## config.mk

```make
export PLATFORM = sky130hd
export DESIGN_NAME = knuth_yao_gaussian_sampler
export DESIGN_NICKNAME = d
export VERILOG_FILES = /design/src/sv/kygs_pkg.sv /design/src/sv/kygs_row_store.sv /design/src/sv/knuth_yao_gaussian_sampler.sv
export SDC_FILE = /design/constraint.sdc
export NUM_CORES = 1
export LEC_CHECK = 0
export BUFFER_PORTS_ARGS = -buffer_cell sky130_fd_sc_hd__buf_2
export CORE_ASPECT_RATIO = 0.7
export CORE_MARGIN = 4
export CORE_UTILIZATION = 40
export DETAILED_ROUTE_END_ITERATION = 16
export GPL_TIMING_DRIVEN = 0
export PLACE_DENSITY_LB_ADDON = 0.15
export SLEW_MARGIN = 20
export SYNTH_ARGS = -nofsm -noshare
export SYNTH_HDL_FRONTEND = slang
export SYNTH_SLANG_ARGS = --single-unit
```

## constraint.sdc

```tcl
create_clock -name clock -period 8.5 [get_ports clock]
set_input_delay 1.7 -clock clock [delete_from_list [all_inputs] [get_ports clock]]
set_output_delay 1.7 -clock clock [all_outputs]
set_load 0.01 [all_outputs]
```

## src/sv/kygs_pkg.sv

```systemverilog
// Shared constants and types for the Knuth-Yao discrete Gaussian sampler.
// No dependencies; imported by every module of the block.
`default_nettype none

package kygs_pkg;

   localparam int ROWS        = 22;
   localparam int COLS        = 32;
   localparam int WORD_BITS   = 32;
   localparam int IDX_W       = 5;
   localparam int ROW_AW      = $clog2(ROWS);
   localparam int COL_W       = $clog2(COLS + 1);
   localparam int WB_W        = $clog2(WORD_BITS);
   localparam int DIST_W      = 7;
   localparam int DIST_MAX    = (2 ** DIST_W) - 1;
   localparam int SAMPLE_W    = 6;
   localparam int REQ_TDATA_W = 40;
   localparam int RSP_TDATA_W = 8;

   localparam logic KIND_LOAD = 1'b0;
   localparam logic KIND_BIT  = 1'b1;

   typedef struct packed {
      logic                 wr_en;
      logic [ROW_AW-1:0]    wr_addr;
      logic [WORD_BITS-1:0] wr_data;
      logic                 rd_en;
      logic [ROW_AW-1:0]    rd_addr;
   } store_req_type;

endpackage

`default_nettype wire

```

## src/sv/kygs_row_store.sv

```systemverilog
// Probability row memory with a registered read port and column bit select.
// Depends on kygs_pkg.
`default_nettype none

module kygs_row_store
   import kygs_pkg::*;
(
   input  wire logic          clock,
   input  wire store_req_type store_req,
   input  wire logic [COL_W-1:0] column,
   output logic               row_bit
);

   logic [WORD_BITS-1:0] rows_mem [ROWS];
   logic [WORD_BITS-1:0] rd_data_ff;
   logic [WB_W-1:0]      bit_pos;

   always_ff @(posedge clock) begin
      if (store_req.wr_en) begin
         rows_mem[store_req.wr_addr] <= store_req.wr_data;
      end
      if (store_req.rd_en) begin
         rd_data_ff <= rows_mem[store_req.rd_addr];
      end
   end

   // Column zero is the MSB of the row word; columns past the word read zero.
   assign bit_pos = WB_W'(WORD_BITS - 1) - column[WB_W-1:0];
   assign row_bit = (int'(column) < WORD_BITS) ? rd_data_ff[bit_pos] : 1'b0;

endmodule

`default_nettype wire

```

## src/sv/knuth_yao_gaussian_sampler.sv

```systemverilog
// Knuth-Yao discrete Gaussian sampler: top level with the walk sequencer.
// Depends on kygs_pkg and kygs_row_store.
//
// Usage: a request with tuser = 0 loads one probability row (row_index,
// row_word); loads to rows at or past the table size are dropped. A request
// with tuser = 1 supplies one random bit. During the walk each bit doubles
// the distance, adds the bit, and starts a scan over the rows from the last
// to the first, one row per cycle through the single subtract-and-compare
// unit and the registered memory read port. The bit after the walk ends is
// the sign and yields one response, sample, in the next cycle.
// A load or a sign bit needs no scan; a walk bit is followed by a scan that
// stops early on a hit, else after the first row.
// req_tready is low while a scan runs, and also while a response is stalled
// and a finished walk waits for its sign bit (loads wait as well). The
// response sits in an output register until taken; once the sign is taken,
// loads and walk bits are accepted meanwhile.
// Reset clears the walk state and the response valid; the table keeps its
// contents and must be loaded before sampling.
`default_nettype none

module knuth_yao_gaussian_sampler
   import kygs_pkg::*;
(
   input  wire logic                   clock,
   input  wire logic                   reset,
   input  wire logic                   req_tvalid,
   output logic                        req_tready,
   // row_index [4:0], row_word [36:5], random_bit [37], zero [39:38]
   input  wire logic [REQ_TDATA_W-1:0] req_tdata,
   // kind [0]
   input  wire logic                   req_tuser,
   output logic                        rsp_tvalid,
   input  wire logic                   rsp_tready,
   // sample [5:0], zero [7:6]
   output logic [RSP_TDATA_W-1:0]      rsp_tdata
);

   localparam logic ST_IDLE = 1'b0;
   localparam logic ST_SCAN = 1'b1;

   logic                 state_ff, state_in;
   logic [DIST_W-1:0]    dist_ff, dist_in;
   logic [COL_W-1:0]     column_ff, column_in;
   logic                 awaiting_ff, awaiting_in;
   logic [ROW_AW-1:0]    chosen_ff, chosen_in;
   logic [ROW_AW-1:0]    row_ff, row_in;
   logic                 rsp_valid_ff, rsp_valid_in;
   logic [SAMPLE_W-1:0]  sample_ff, sample_in;

   logic [IDX_W-1:0]     row_index;
   logic [WORD_BITS-1:0] row_word;
   logic                 random_bit;
   logic                 req_accept;
   logic [DIST_W:0]      dist_doubled;
   logic [SAMPLE_W-1:0]  mag_ext;
   logic [COL_W:0]       column_next;
   logic                 row_bit;
   logic                 hit;
   store_req_type        store_req;

   assign row_index  = req_tdata[IDX_W-1:0];
   assign row_word   = req_tdata[IDX_W+WORD_BITS-1:IDX_W];
   assign random_bit = req_tdata[IDX_W+WORD_BITS];

   assign req_tready = (state_ff == ST_IDLE) && (!awaiting_ff || !rsp_valid_ff || rsp_tready);
   assign req_accept = req_tvalid && req_tready;

   assign dist_doubled = {dist_ff, random_bit};
   assign mag_ext      = SAMPLE_W'(chosen_ff);
   assign column_next  = {1'b0, column_ff} + 1'b1;
   assign hit          = row_bit && (dist_ff == '0);

   kygs_row_store u_store (
      .clock     (clock),
      .store_req (store_req),
      .column    (column_ff),
      .row_bit   (row_bit)
   );

   always_comb begin
      state_in     = state_ff;
      dist_in      = dist_ff;
      column_in    = column_ff;
      awaiting_in  = awaiting_ff;
      chosen_in    = chosen_ff;
      row_in       = row_ff;
      sample_in    = sample_ff;
      rsp_valid_in = rsp_valid_ff && !rsp_tready;

      store_req.wr_en   = 1'b0;
      store_req.wr_addr = ROW_AW'(row_index);
      store_req.wr_data = row_word;
      store_req.rd_en   = 1'b0;
      store_req.rd_addr = ROW_AW'(ROWS - 1);

      case (state_ff)
         ST_IDLE: begin
            if (req_accept) begin
               if (req_tuser == KIND_LOAD) begin
                  store_req.wr_en = (int'(row_index) < ROWS);
               end else if (awaiting_ff) begin
                  sample_in    = random_bit ? mag_ext : (SAMPLE_W'(0) - mag_ext);
                  rsp_valid_in = 1'b1;
                  dist_in      = '0;
                  column_in    = '0;
                  awaiting_in  = 1'b0;
                  chosen_in    = '0;
               end else begin
                  // Double and add the bit, saturating; fetch the last row.
                  dist_in         = (int'(dist_doubled) > DIST_MAX) ?
                                    DIST_W'(DIST_MAX) : dist_doubled[DIST_W-1:0];
                  store_req.rd_en = 1'b1;
                  row_in          = ROW_AW'(ROWS - 1);
                  state_in        = ST_SCAN;
               end
            end
         end
         ST_SCAN: begin
            if (hit) begin
               chosen_in   = row_ff;
               dist_in     = '0;
               awaiting_in = 1'b1;
               column_in   = column_next[COL_W-1:0];
               state_in    = ST_IDLE;
            end else begin
               dist_in = dist_ff - DIST_W'(row_bit);
               if (row_ff == '0) begin
                  column_in = column_next[COL_W-1:0];
                  state_in  = ST_IDLE;
                  // All columns spent without a hit: magnitude zero.
                  if (int'(column_next) >= COLS) begin
                     chosen_in   = '0;
                     dist_in     = '0;
                     awaiting_in = 1'b1;
                  end
               end else begin
                  store_req.rd_en   = 1'b1;
                  store_req.rd_addr = row_ff - 1'b1;
                  row_in            = row_ff - 1'b1;
               end
            end
         end
         default: begin
            state_in = ST_IDLE;
         end
      endcase
   end

   always_ff @(posedge clock) begin
      if (reset) begin
         state_ff     <= ST_IDLE;
         dist_ff      <= '0;
         column_ff    <= '0;
         awaiting_ff  <= 1'b0;
         chosen_ff    <= '0;
         rsp_valid_ff <= 1'b0;
      end else begin
         state_ff     <= state_in;
         dist_ff      <= dist_in;
         column_ff    <= column_in;
         awaiting_ff  <= awaiting_in;
         chosen_ff    <= chosen_in;
         rsp_valid_ff <= rsp_valid_in;
      end
   end

   always_ff @(posedge clock) begin
      row_ff    <= row_in;
      sample_ff <= sample_in;
   end

   assign rsp_tvalid = rsp_valid_ff;
   assign rsp_tdata  = RSP_TDATA_W'(sample_ff);

endmodule

`default_nettype wire

```

==> results of run 1 <==
==> per-layer routing <==
| layer | up-vias | GRT usage (%) |
|---|---|---|
| li1 | 8203 | - |
| met1 | 9710 | 34.6 |
| met2 | 908 | 34.6 |
| met3 | 165 | 4.79 |
| met4 | 0 | 5.85 |
| met5 | - | 0 |
==> cell usage after synthesis, drive strengths merged (32+ instances only) <==
library cell and number:
edfxtp 747, nand2 211, a21oi 143, nor2 97
clkbuf 88, o21ai 86, a221oi 65, a31oi 65
and3 65, nor3 45, mux2i 42, buf 39
mux4 32
==> power by group through the flow <==
stage | Combinational, mW | Clock [mW] | Sequential (mW)
floorplan | 0.405 | 0 | 4.29
global placement | 0.728 | 0 | 4.30
detailed placement | 0.757 | 0 | 4.29
CTS | 0.759 | 3.22 | 4.21
global route | 0.819 | 3.39 | 4.21
finish | 0.770 | 3.17 | 4.21
==> critical path: cells and delay by family, from the launching register on <==
family / cells / cell delay (ns)
and+or+nand+nor: 1 / 0.49
buffers and inverters: 5 / 3.05
AOI/OAI and AO/OA: 3 / 0.63
DFF: 1 / 0.46
==> registers in the layout, summed over array words and instances (netlist names) <==
register and count:
state_ff 1, row_ff 5, dist_ff 7, rsp_tvalid 1, u_store.rows_mem 704, column_ff 6
u_store.rd_data_ff 32, chosen_ff 5, sample_ff 6, awaiting_ff 1
==> metrics by stage <==
| stage | utilization [%] | instance area (sq um) | hold slack [ns] | instances | total power, mW |
|---|---|---|---|---|---|
| finish | 47.1 | 35500 | 0.481 | 3189 | 8.15 |
| global route | 47.1 | 35500 | 0.524 | 3189 | 8.42 |
| CTS | 47.1 | 35500 | 0.489 | 3189 | 8.19 |
| detailed placement | 44.1 | 33200 | 0.481 | 3056 | 5.05 |
| global placement | 42.5 | 32000 | 0.465 | 3014 | 5.03 |
| floorplan | - | 30600 | 0.454 | 1975 | 4.70 |
==> placed cells by master, fill, tap and decap left out, types with 29 or more instances in the layout <==
master / instances
sky130_fd_sc_hd__a2111oi_0: 31
sky130_fd_sc_hd__a21o_1: 31
sky130_fd_sc_hd__a21oi_1: 143
sky130_fd_sc_hd__a221o_1: 31
sky130_fd_sc_hd__a221oi_1: 36
sky130_fd_sc_hd__a221oi_2: 29
sky130_fd_sc_hd__a31oi_1: 65
sky130_fd_sc_hd__and3_1: 65
sky130_fd_sc_hd__buf_2: 72
sky130_fd_sc_hd__clkbuf_1: 98
sky130_fd_sc_hd__clkbuf_16: 78
sky130_fd_sc_hd__edfxtp_1: 747
sky130_fd_sc_hd__mux2i_1: 42
sky130_fd_sc_hd__mux4_2: 32
sky130_fd_sc_hd__nand2_1: 210
sky130_fd_sc_hd__nor2_1: 73
sky130_fd_sc_hd__nor3_1: 45
sky130_fd_sc_hd__o21ai_0: 83
sky130_fd_sc_hd__o2bb2ai_1: 31
==> cells by family (layout without fill, tap and decap cells) <==
family | count (synthesis) | in the layout
adder cells (fa/ha/maj) | 6 | 6
AO/OA/AOI/OAI | 513 | 513
multiplexers | 82 | 82
other | 1 | 2
flip-flops | 768 | 768
AND/OR/NAND/NOR | 454 | 454
buffers and inverters | 139 | 364
XOR/XNOR | 11 | 11
==> path summary, 6_finish.rpt <==
| kind | start | endpoint | slack [ns] | depth (start not counted) |
|---|---|---|---|---|
| min reg2reg | rsp_tvalid | rsp_tvalid | 0.48 | 2 |
| max reg2reg | state_ff | u_store.rd_data_ff[8] | 3.57 | 9 |
| max | state_ff | u_store.rd_data_ff[8] | 3.57 | 9 |
| min | rsp_tvalid | rsp_tvalid | 0.48 | 2 |
==> final cells by class <==
cell class / count / share of cell area [%]
Sequential cell: 768 / 64.4
Multi-Input combinational cell: 1068 / 20.5
Clock buffer: 93 / 5.68
Timing Repair Buffer: 92 / 3.56
Tap cell: 989 / 3.49
Buffer: 127 / 1.59
Clock inverter: 40 / 0.694
Inverter: 12 / 0.127
==> flow_summary.json, run 1 <==
{
  "avgRoutedWirePerCell_um": 29.6,
  "dominantRegCellSynth": "sky130_fd_sc_hd__edfxtp_1",
  "largest_net_degree_at_the_start_of_global_routing": 23,
  "synth_area_leader_cell": "sky130_fd_sc_hd__edfxtp_1",
  "cp_cell_sequence": "inv_1 -> nor2_1 -> clkbuf_1 -> clkbuf_1 -> buf_1 -> clkbuf_1 -> a31oi_1 -> a21oi_1 -> a31oi_1",
  "area_taken_by_flip_flops_and_latches_sq_um": 22900,
  "synth-simple-area-share_pct": 6.72,
  "timing.slew.headroom_pct": 19.8,
  "synth-compound-area-share_pct": 11.9,
  "timing_worst_slew_pin_value_ns": 1.20,
  "design.final.nets": 2196,
  "post_cts_resize_count": 0,
  "netlist_top_cells_area": "sky130_fd_sc_hd__edfxtp_1 (73%), sky130_fd_sc_hd__nand2_1 (2.6%), sky130_fd_sc_hd__mux4_2 (2.4%)",
  "die_area_sq_um": 80900,
  "hold_violations": 0,
  "drt_drc_violations_left": 0,
  "worst_skew_pair.late_latency_ns": 0.64,
  "dp.final_hpwl_um": 62500,
  "portbufs": 50,
  "met3_length_um": 8350,
  "num-fill-cells": 6443,
  "timing.critical_path.arrival_ns": 5.29,
  "drt-pass1-iter-count": 5,
  "synth_xor_area_share_pct": 0.315,
  "synth_top_family_by_area": "compound AO/OA/AOI/OAI gates",
  "grt-ovfl-total": 0,
  "finalMaxSlewViolations": 0,
  "area_used_by_multi_input_combinational_logic_sq_um": 7280,
  "path_type_of_the_worst_min_delay_path": "reg -> reg",
  "swShare_pct": 24.6,
  "path_clk_slew_ns": 0.06,
  "max_cap_violations": 0,
  "summed_negative_setup_slack_over_all_endpoints_ns": 0,
  "post_synthesis_cell_area_sq_um": 30600,
  "critical_path_required_ns": 8.86,
  "wl_um": 94200,
  "fp.dieH_um": 239,
  "cts_hold_buf": 0,
  "max_stage_delay_ns": 0.80,
  "cts_root_buffer": "sky130_fd_sc_hd__clkbuf_16",
  "setup.worst_path.end_class": "flop",
  "rsz0062_at_grt": "false",
  "post_cts_setup_repair_buffer_count": 0,
  "post-synth-top-area-fraction_pct": 73.4,
  "insertedDiodeCount": 0,
  "fmax_mhz": 203,
  "layout-area-overhead-vs-synth_pct": 16.2,
  "setup_viol": 0,
  "critical_path_peak_fanout": 10,
  "power_frac_clock_pct": 38.9,
  "cts_made_buffers": 76,
  "grtUsageTotal_pct": 23.1,
  "placement_rows": 84,
  "setup_slack_ns": 3.57,
  "cts_tree": "built",
  "worst_clock_skew_ns": 0.0150,
  "fp.dieW_um": 338,
  "outcome": "complete, no violations",
  "synth_edf_count": 747,
  "first_global_vias": 18435,
  "crit_path_start_kind": "flop",
  "synth_fa_ha_area_share_pct": 0.246,
  "post_synth_num_cell_types": 60,
  "routabilityCongestion": 0.850,
  "wirelength_met1_um": 42500,
  "intPower_mw": 6.15,
  "deepest_level_of_the_cts_h_tree": 3,
  "wire_length_of_the_first_global_routing_pass_um": 134000,
  "asyncSetResetFlopFracSynth_pct": 0,
  "path_class": "reg -> reg",
  "switching_power_mw": 2.00,
  "cts_buffer_depth": 3,
  "floorplan.initialDensity_pct": 40.5,
  "fin_crit_ns": 4.93,
  "numClockSinks": 768,
  "floorplan.io_pins": 55,
  "leakage_power_summed_over_all_cells_nw": 11.7,
  "multiplexer_share_of_the_synthesized_area_pct": 4.05,
  "ir_worst_vdd_mv": 0.137,
  "vias": 18986,
  "met2_wirelength_um": 41100,
  "yosys_register_bits": 768,
  "p_seq_share_pct": 51.7,
  "detail_route.vias_per_cell": 5.95,
  "crit_slowest_cell": "sky130_fd_sc_hd__clkbuf_1",
  "design.core.area_sq_um": 75400,
  "synth-warning-count": 0,
  "critPathMostFrequentCell": "sky130_fd_sc_hd__clkbuf_1",
  "final.period_utilization_pct": 58.0,
  "combinational_power_share_pct": 9.5,
  "postSynthCellCount": 1974,
  "final_ant_viol_nets": 0,
  "highest_signal_layer": "met4",
  "syn-mean-instance-area_sq_um": 15.5,
  "grt_antenna_before_repair": 2,
  "seq_area_frac_synth_pct": 74.8,
  "dpl_worst_slack_ns": 3.72,
  "cellPowerDensity_nw_per_um2": 230,
  "detail_route.iter0.violations": 2425,
  "drive_gt1_share_pct": 15.0
}
No activity file was read; power rests on OpenSTA's default activity.
==> inputs of run 2 (changes only) <==
clock period = 4.4 ns   (was 8.5 ns; I/O delays follow)
==> run 2 against run 1 <==
Fmax grew 13%. Critical path depth is the same. Routed wire length is essentially flat. Non-clock buffer count is the same. Hold slack lost 0.0055 ns. Final cell count is the same. Critical endpoint unchanged. Largest power group unchanged.
==> flow_summary.json, run 2 (same netlist as run 1, synthesis figures left out) <==
{
  "numClockSinks": 768,
  "finalHoldWorstSlack_ns": 0.475,
  "floorplan.io_pins": 55,
  "crit_path_start_kind": "flop",
  "detail_route.iter0.violations": 2425,
  "worst_path_dominant_cell_family": "buffers and inverters",
  "design.core.area_sq_um": 75400,
  "summed_negative_setup_slack_over_all_endpoints_ns": 0,
  "post_cts_setup_repair_buffer_count": 0,
  "fin_util_pct": 47.2,
  "routabilityCongestion": 0.850,
  "drt-pass1-iter-count": 6,
  "outcome": "complete, no violations",
  "deepest_level_of_the_cts_h_tree": 3,
  "fin_crit_ns": 4.36,
  "detailed_place.area_sq_um": 33200,
  "final_ant_viol_nets": 0,
  "fp.dieH_um": 239,
  "cts_hold_buf": 0,
  "max_stage_delay_ns": 0.67,
  "vias": 19055,
  "cts_buffer_depth": 3,
  "layout-area-overhead-vs-synth_pct": 16.4,
  "most_frequent_standard_cell_in_the_layout_excluding_fill_and_tap_cells": "sky130_fd_sc_hd__edfxtp_1",
  "drt_drc_violations_left": 0,
  "cts_tree": "built",
  "grtUsageTotal_pct": 23.1,
  "cp_cell_sequence": "inv_1 -> nor2_1 -> clkbuf_2 -> clkbuf_2 -> buf_1 -> clkbuf_1 -> a31oi_1 -> a21oi_1 -> a31oi_1",
  "layout_cell_area_excl_fill_sq_um": 35500,
  "largest_register_ffs": 704,
  "cts_root_buffer": "sky130_fd_sc_hd__clkbuf_16",
  "critical_path_required_ns": 4.76,
  "grt-ovfl-total": 0,
  "dp.final_hpwl_um": 62500,
  "grt_antenna_before_repair": 2,
  "placement_rows": 84,
  "worst_clock_skew_ns": 0.0150,
  "setup.worst_path.end_class": "flop",
  "rsz0062_at_grt": "false",
  "finalMaxSlewViolations": 0,
  "first_global_vias": 18445,
  "cts_made_buffers": 76,
  "floorplan.initialDensity_pct": 40.5,
  "fp.dieW_um": 338,
  "cellPowerDensity_nw_per_um2": 443,
  "detail_route.vias_per_cell": 5.98,
  "max_cap_violations": 0,
  "die_area_sq_um": 80900,
  "ir_worst_vdd_mv": 0.263,
  "largest_net_degree_at_the_start_of_global_routing": 23,
  "path_type_of_the_worst_min_delay_path": "in -> reg",
  "post_cts_resize_count": 9,
  "timing_worst_slew_pin_value_ns": 1.20,
  "wire_length_of_the_first_global_routing_pass_um": 134000,
  "layout_common_cells": "sky130_fd_sc_hd__edfxtp_1 (747), sky130_fd_sc_hd__nand2_1 (210), sky130_fd_sc_hd__a21oi_1 (142)",
  "fmax_mhz": 230,
  "final.period_utilization_pct": 99.0,
  "critical_path_peak_fanout": 10,
  "design.final.nets": 2196,
  "hold_violations": 0,
  "insertedDiodeCount": 0,
  "portbufs": 50,
  "timing.slew.headroom_pct": 20.1,
  "largest-register": "u_store.rows_mem",
  "timing.critical_path.arrival_ns": 4.71,
  "path_clk_slew_ns": 0.06,
  "crit_slowest_cell": "sky130_fd_sc_hd__clkbuf_1",
  "drive_gt1_share_pct": 15.7,
  "leakage_power_summed_over_all_cells_nw": 11.8,
  "reg_top3": "u_store.rows_mem (704), u_store.rd_data_ff (32), dist_ff (7)",
  "setup_viol": 0,
  "power.total_mw": 15.8,
  "worst_skew_pair.late_latency_ns": 0.64,
  "path_class": "reg -> reg",
  "avgRoutedWirePerCell_um": 29.6,
  "critPathBufInv": 5,
  "wl_um": 94200
}
[run 2: worst paths after layout]
path,endpoint,startpoint,cells past startpoint,slack (ns)
worst max-delay path,u_store.rd_data_ff[8],state_ff,9,0.04
worst min register to register,rsp_tvalid,rsp_tvalid,2,0.48
worst max register to register,u_store.rd_data_ff[8],state_ff,9,0.04
worst min-delay path,dist_ff[4],reset,2,0.48
[run 2: report_power, final]
part	internal [mW]	switching, mW
Clock	3.37	2.75
Combinational	0.399	1.10
Sequential	8.11	0.0336
[run 2: layout make-up]
cell class	count	area, sq um
multi-input cells	1068	7310
flip-flops and latches	768	22900
well taps	989	1240
repair buffers	92	1260
inverters	12	45.0
plain buffers	127	577
clock buffers	93	2020
fillers	6440	39800
clock inverters	40	246
[run 2: layer usage]
metal,global-route usage (%),wire (um),vias to the layer above
met4,5.76,2290,0
met5,0,0,-
met2,34.7,41000,875
met3,4.53,7680,163
li1,-,-,8207
met1,34.7,43200,9810
[run 2: stage by stage]
stage / setup slack [ns] / cells
after floorplan: 0.750 / 1975
after global placement: -2.09 / 3014
after detailed placement: -0.384 / 3056
after CTS: 0.0706 / 3189
after global routing: 0.00600 / 3189
final: 0.0447 / 3189
[run 2: worst reg2reg max path, stage by stage (launching register included)]
cell,delay [ns]
sky130_fd_sc_hd__dfxtp_1,0.46
sky130_fd_sc_hd__inv_1,0.18
sky130_fd_sc_hd__nor2_1,0.50
sky130_fd_sc_hd__clkbuf_2,0.50
sky130_fd_sc_hd__clkbuf_2,0.44
sky130_fd_sc_hd__buf_1,0.67
sky130_fd_sc_hd__clkbuf_1,0.68
sky130_fd_sc_hd__a31oi_1,0.25
sky130_fd_sc_hd__a21oi_1,0.30
sky130_fd_sc_hd__a31oi_1,0.10
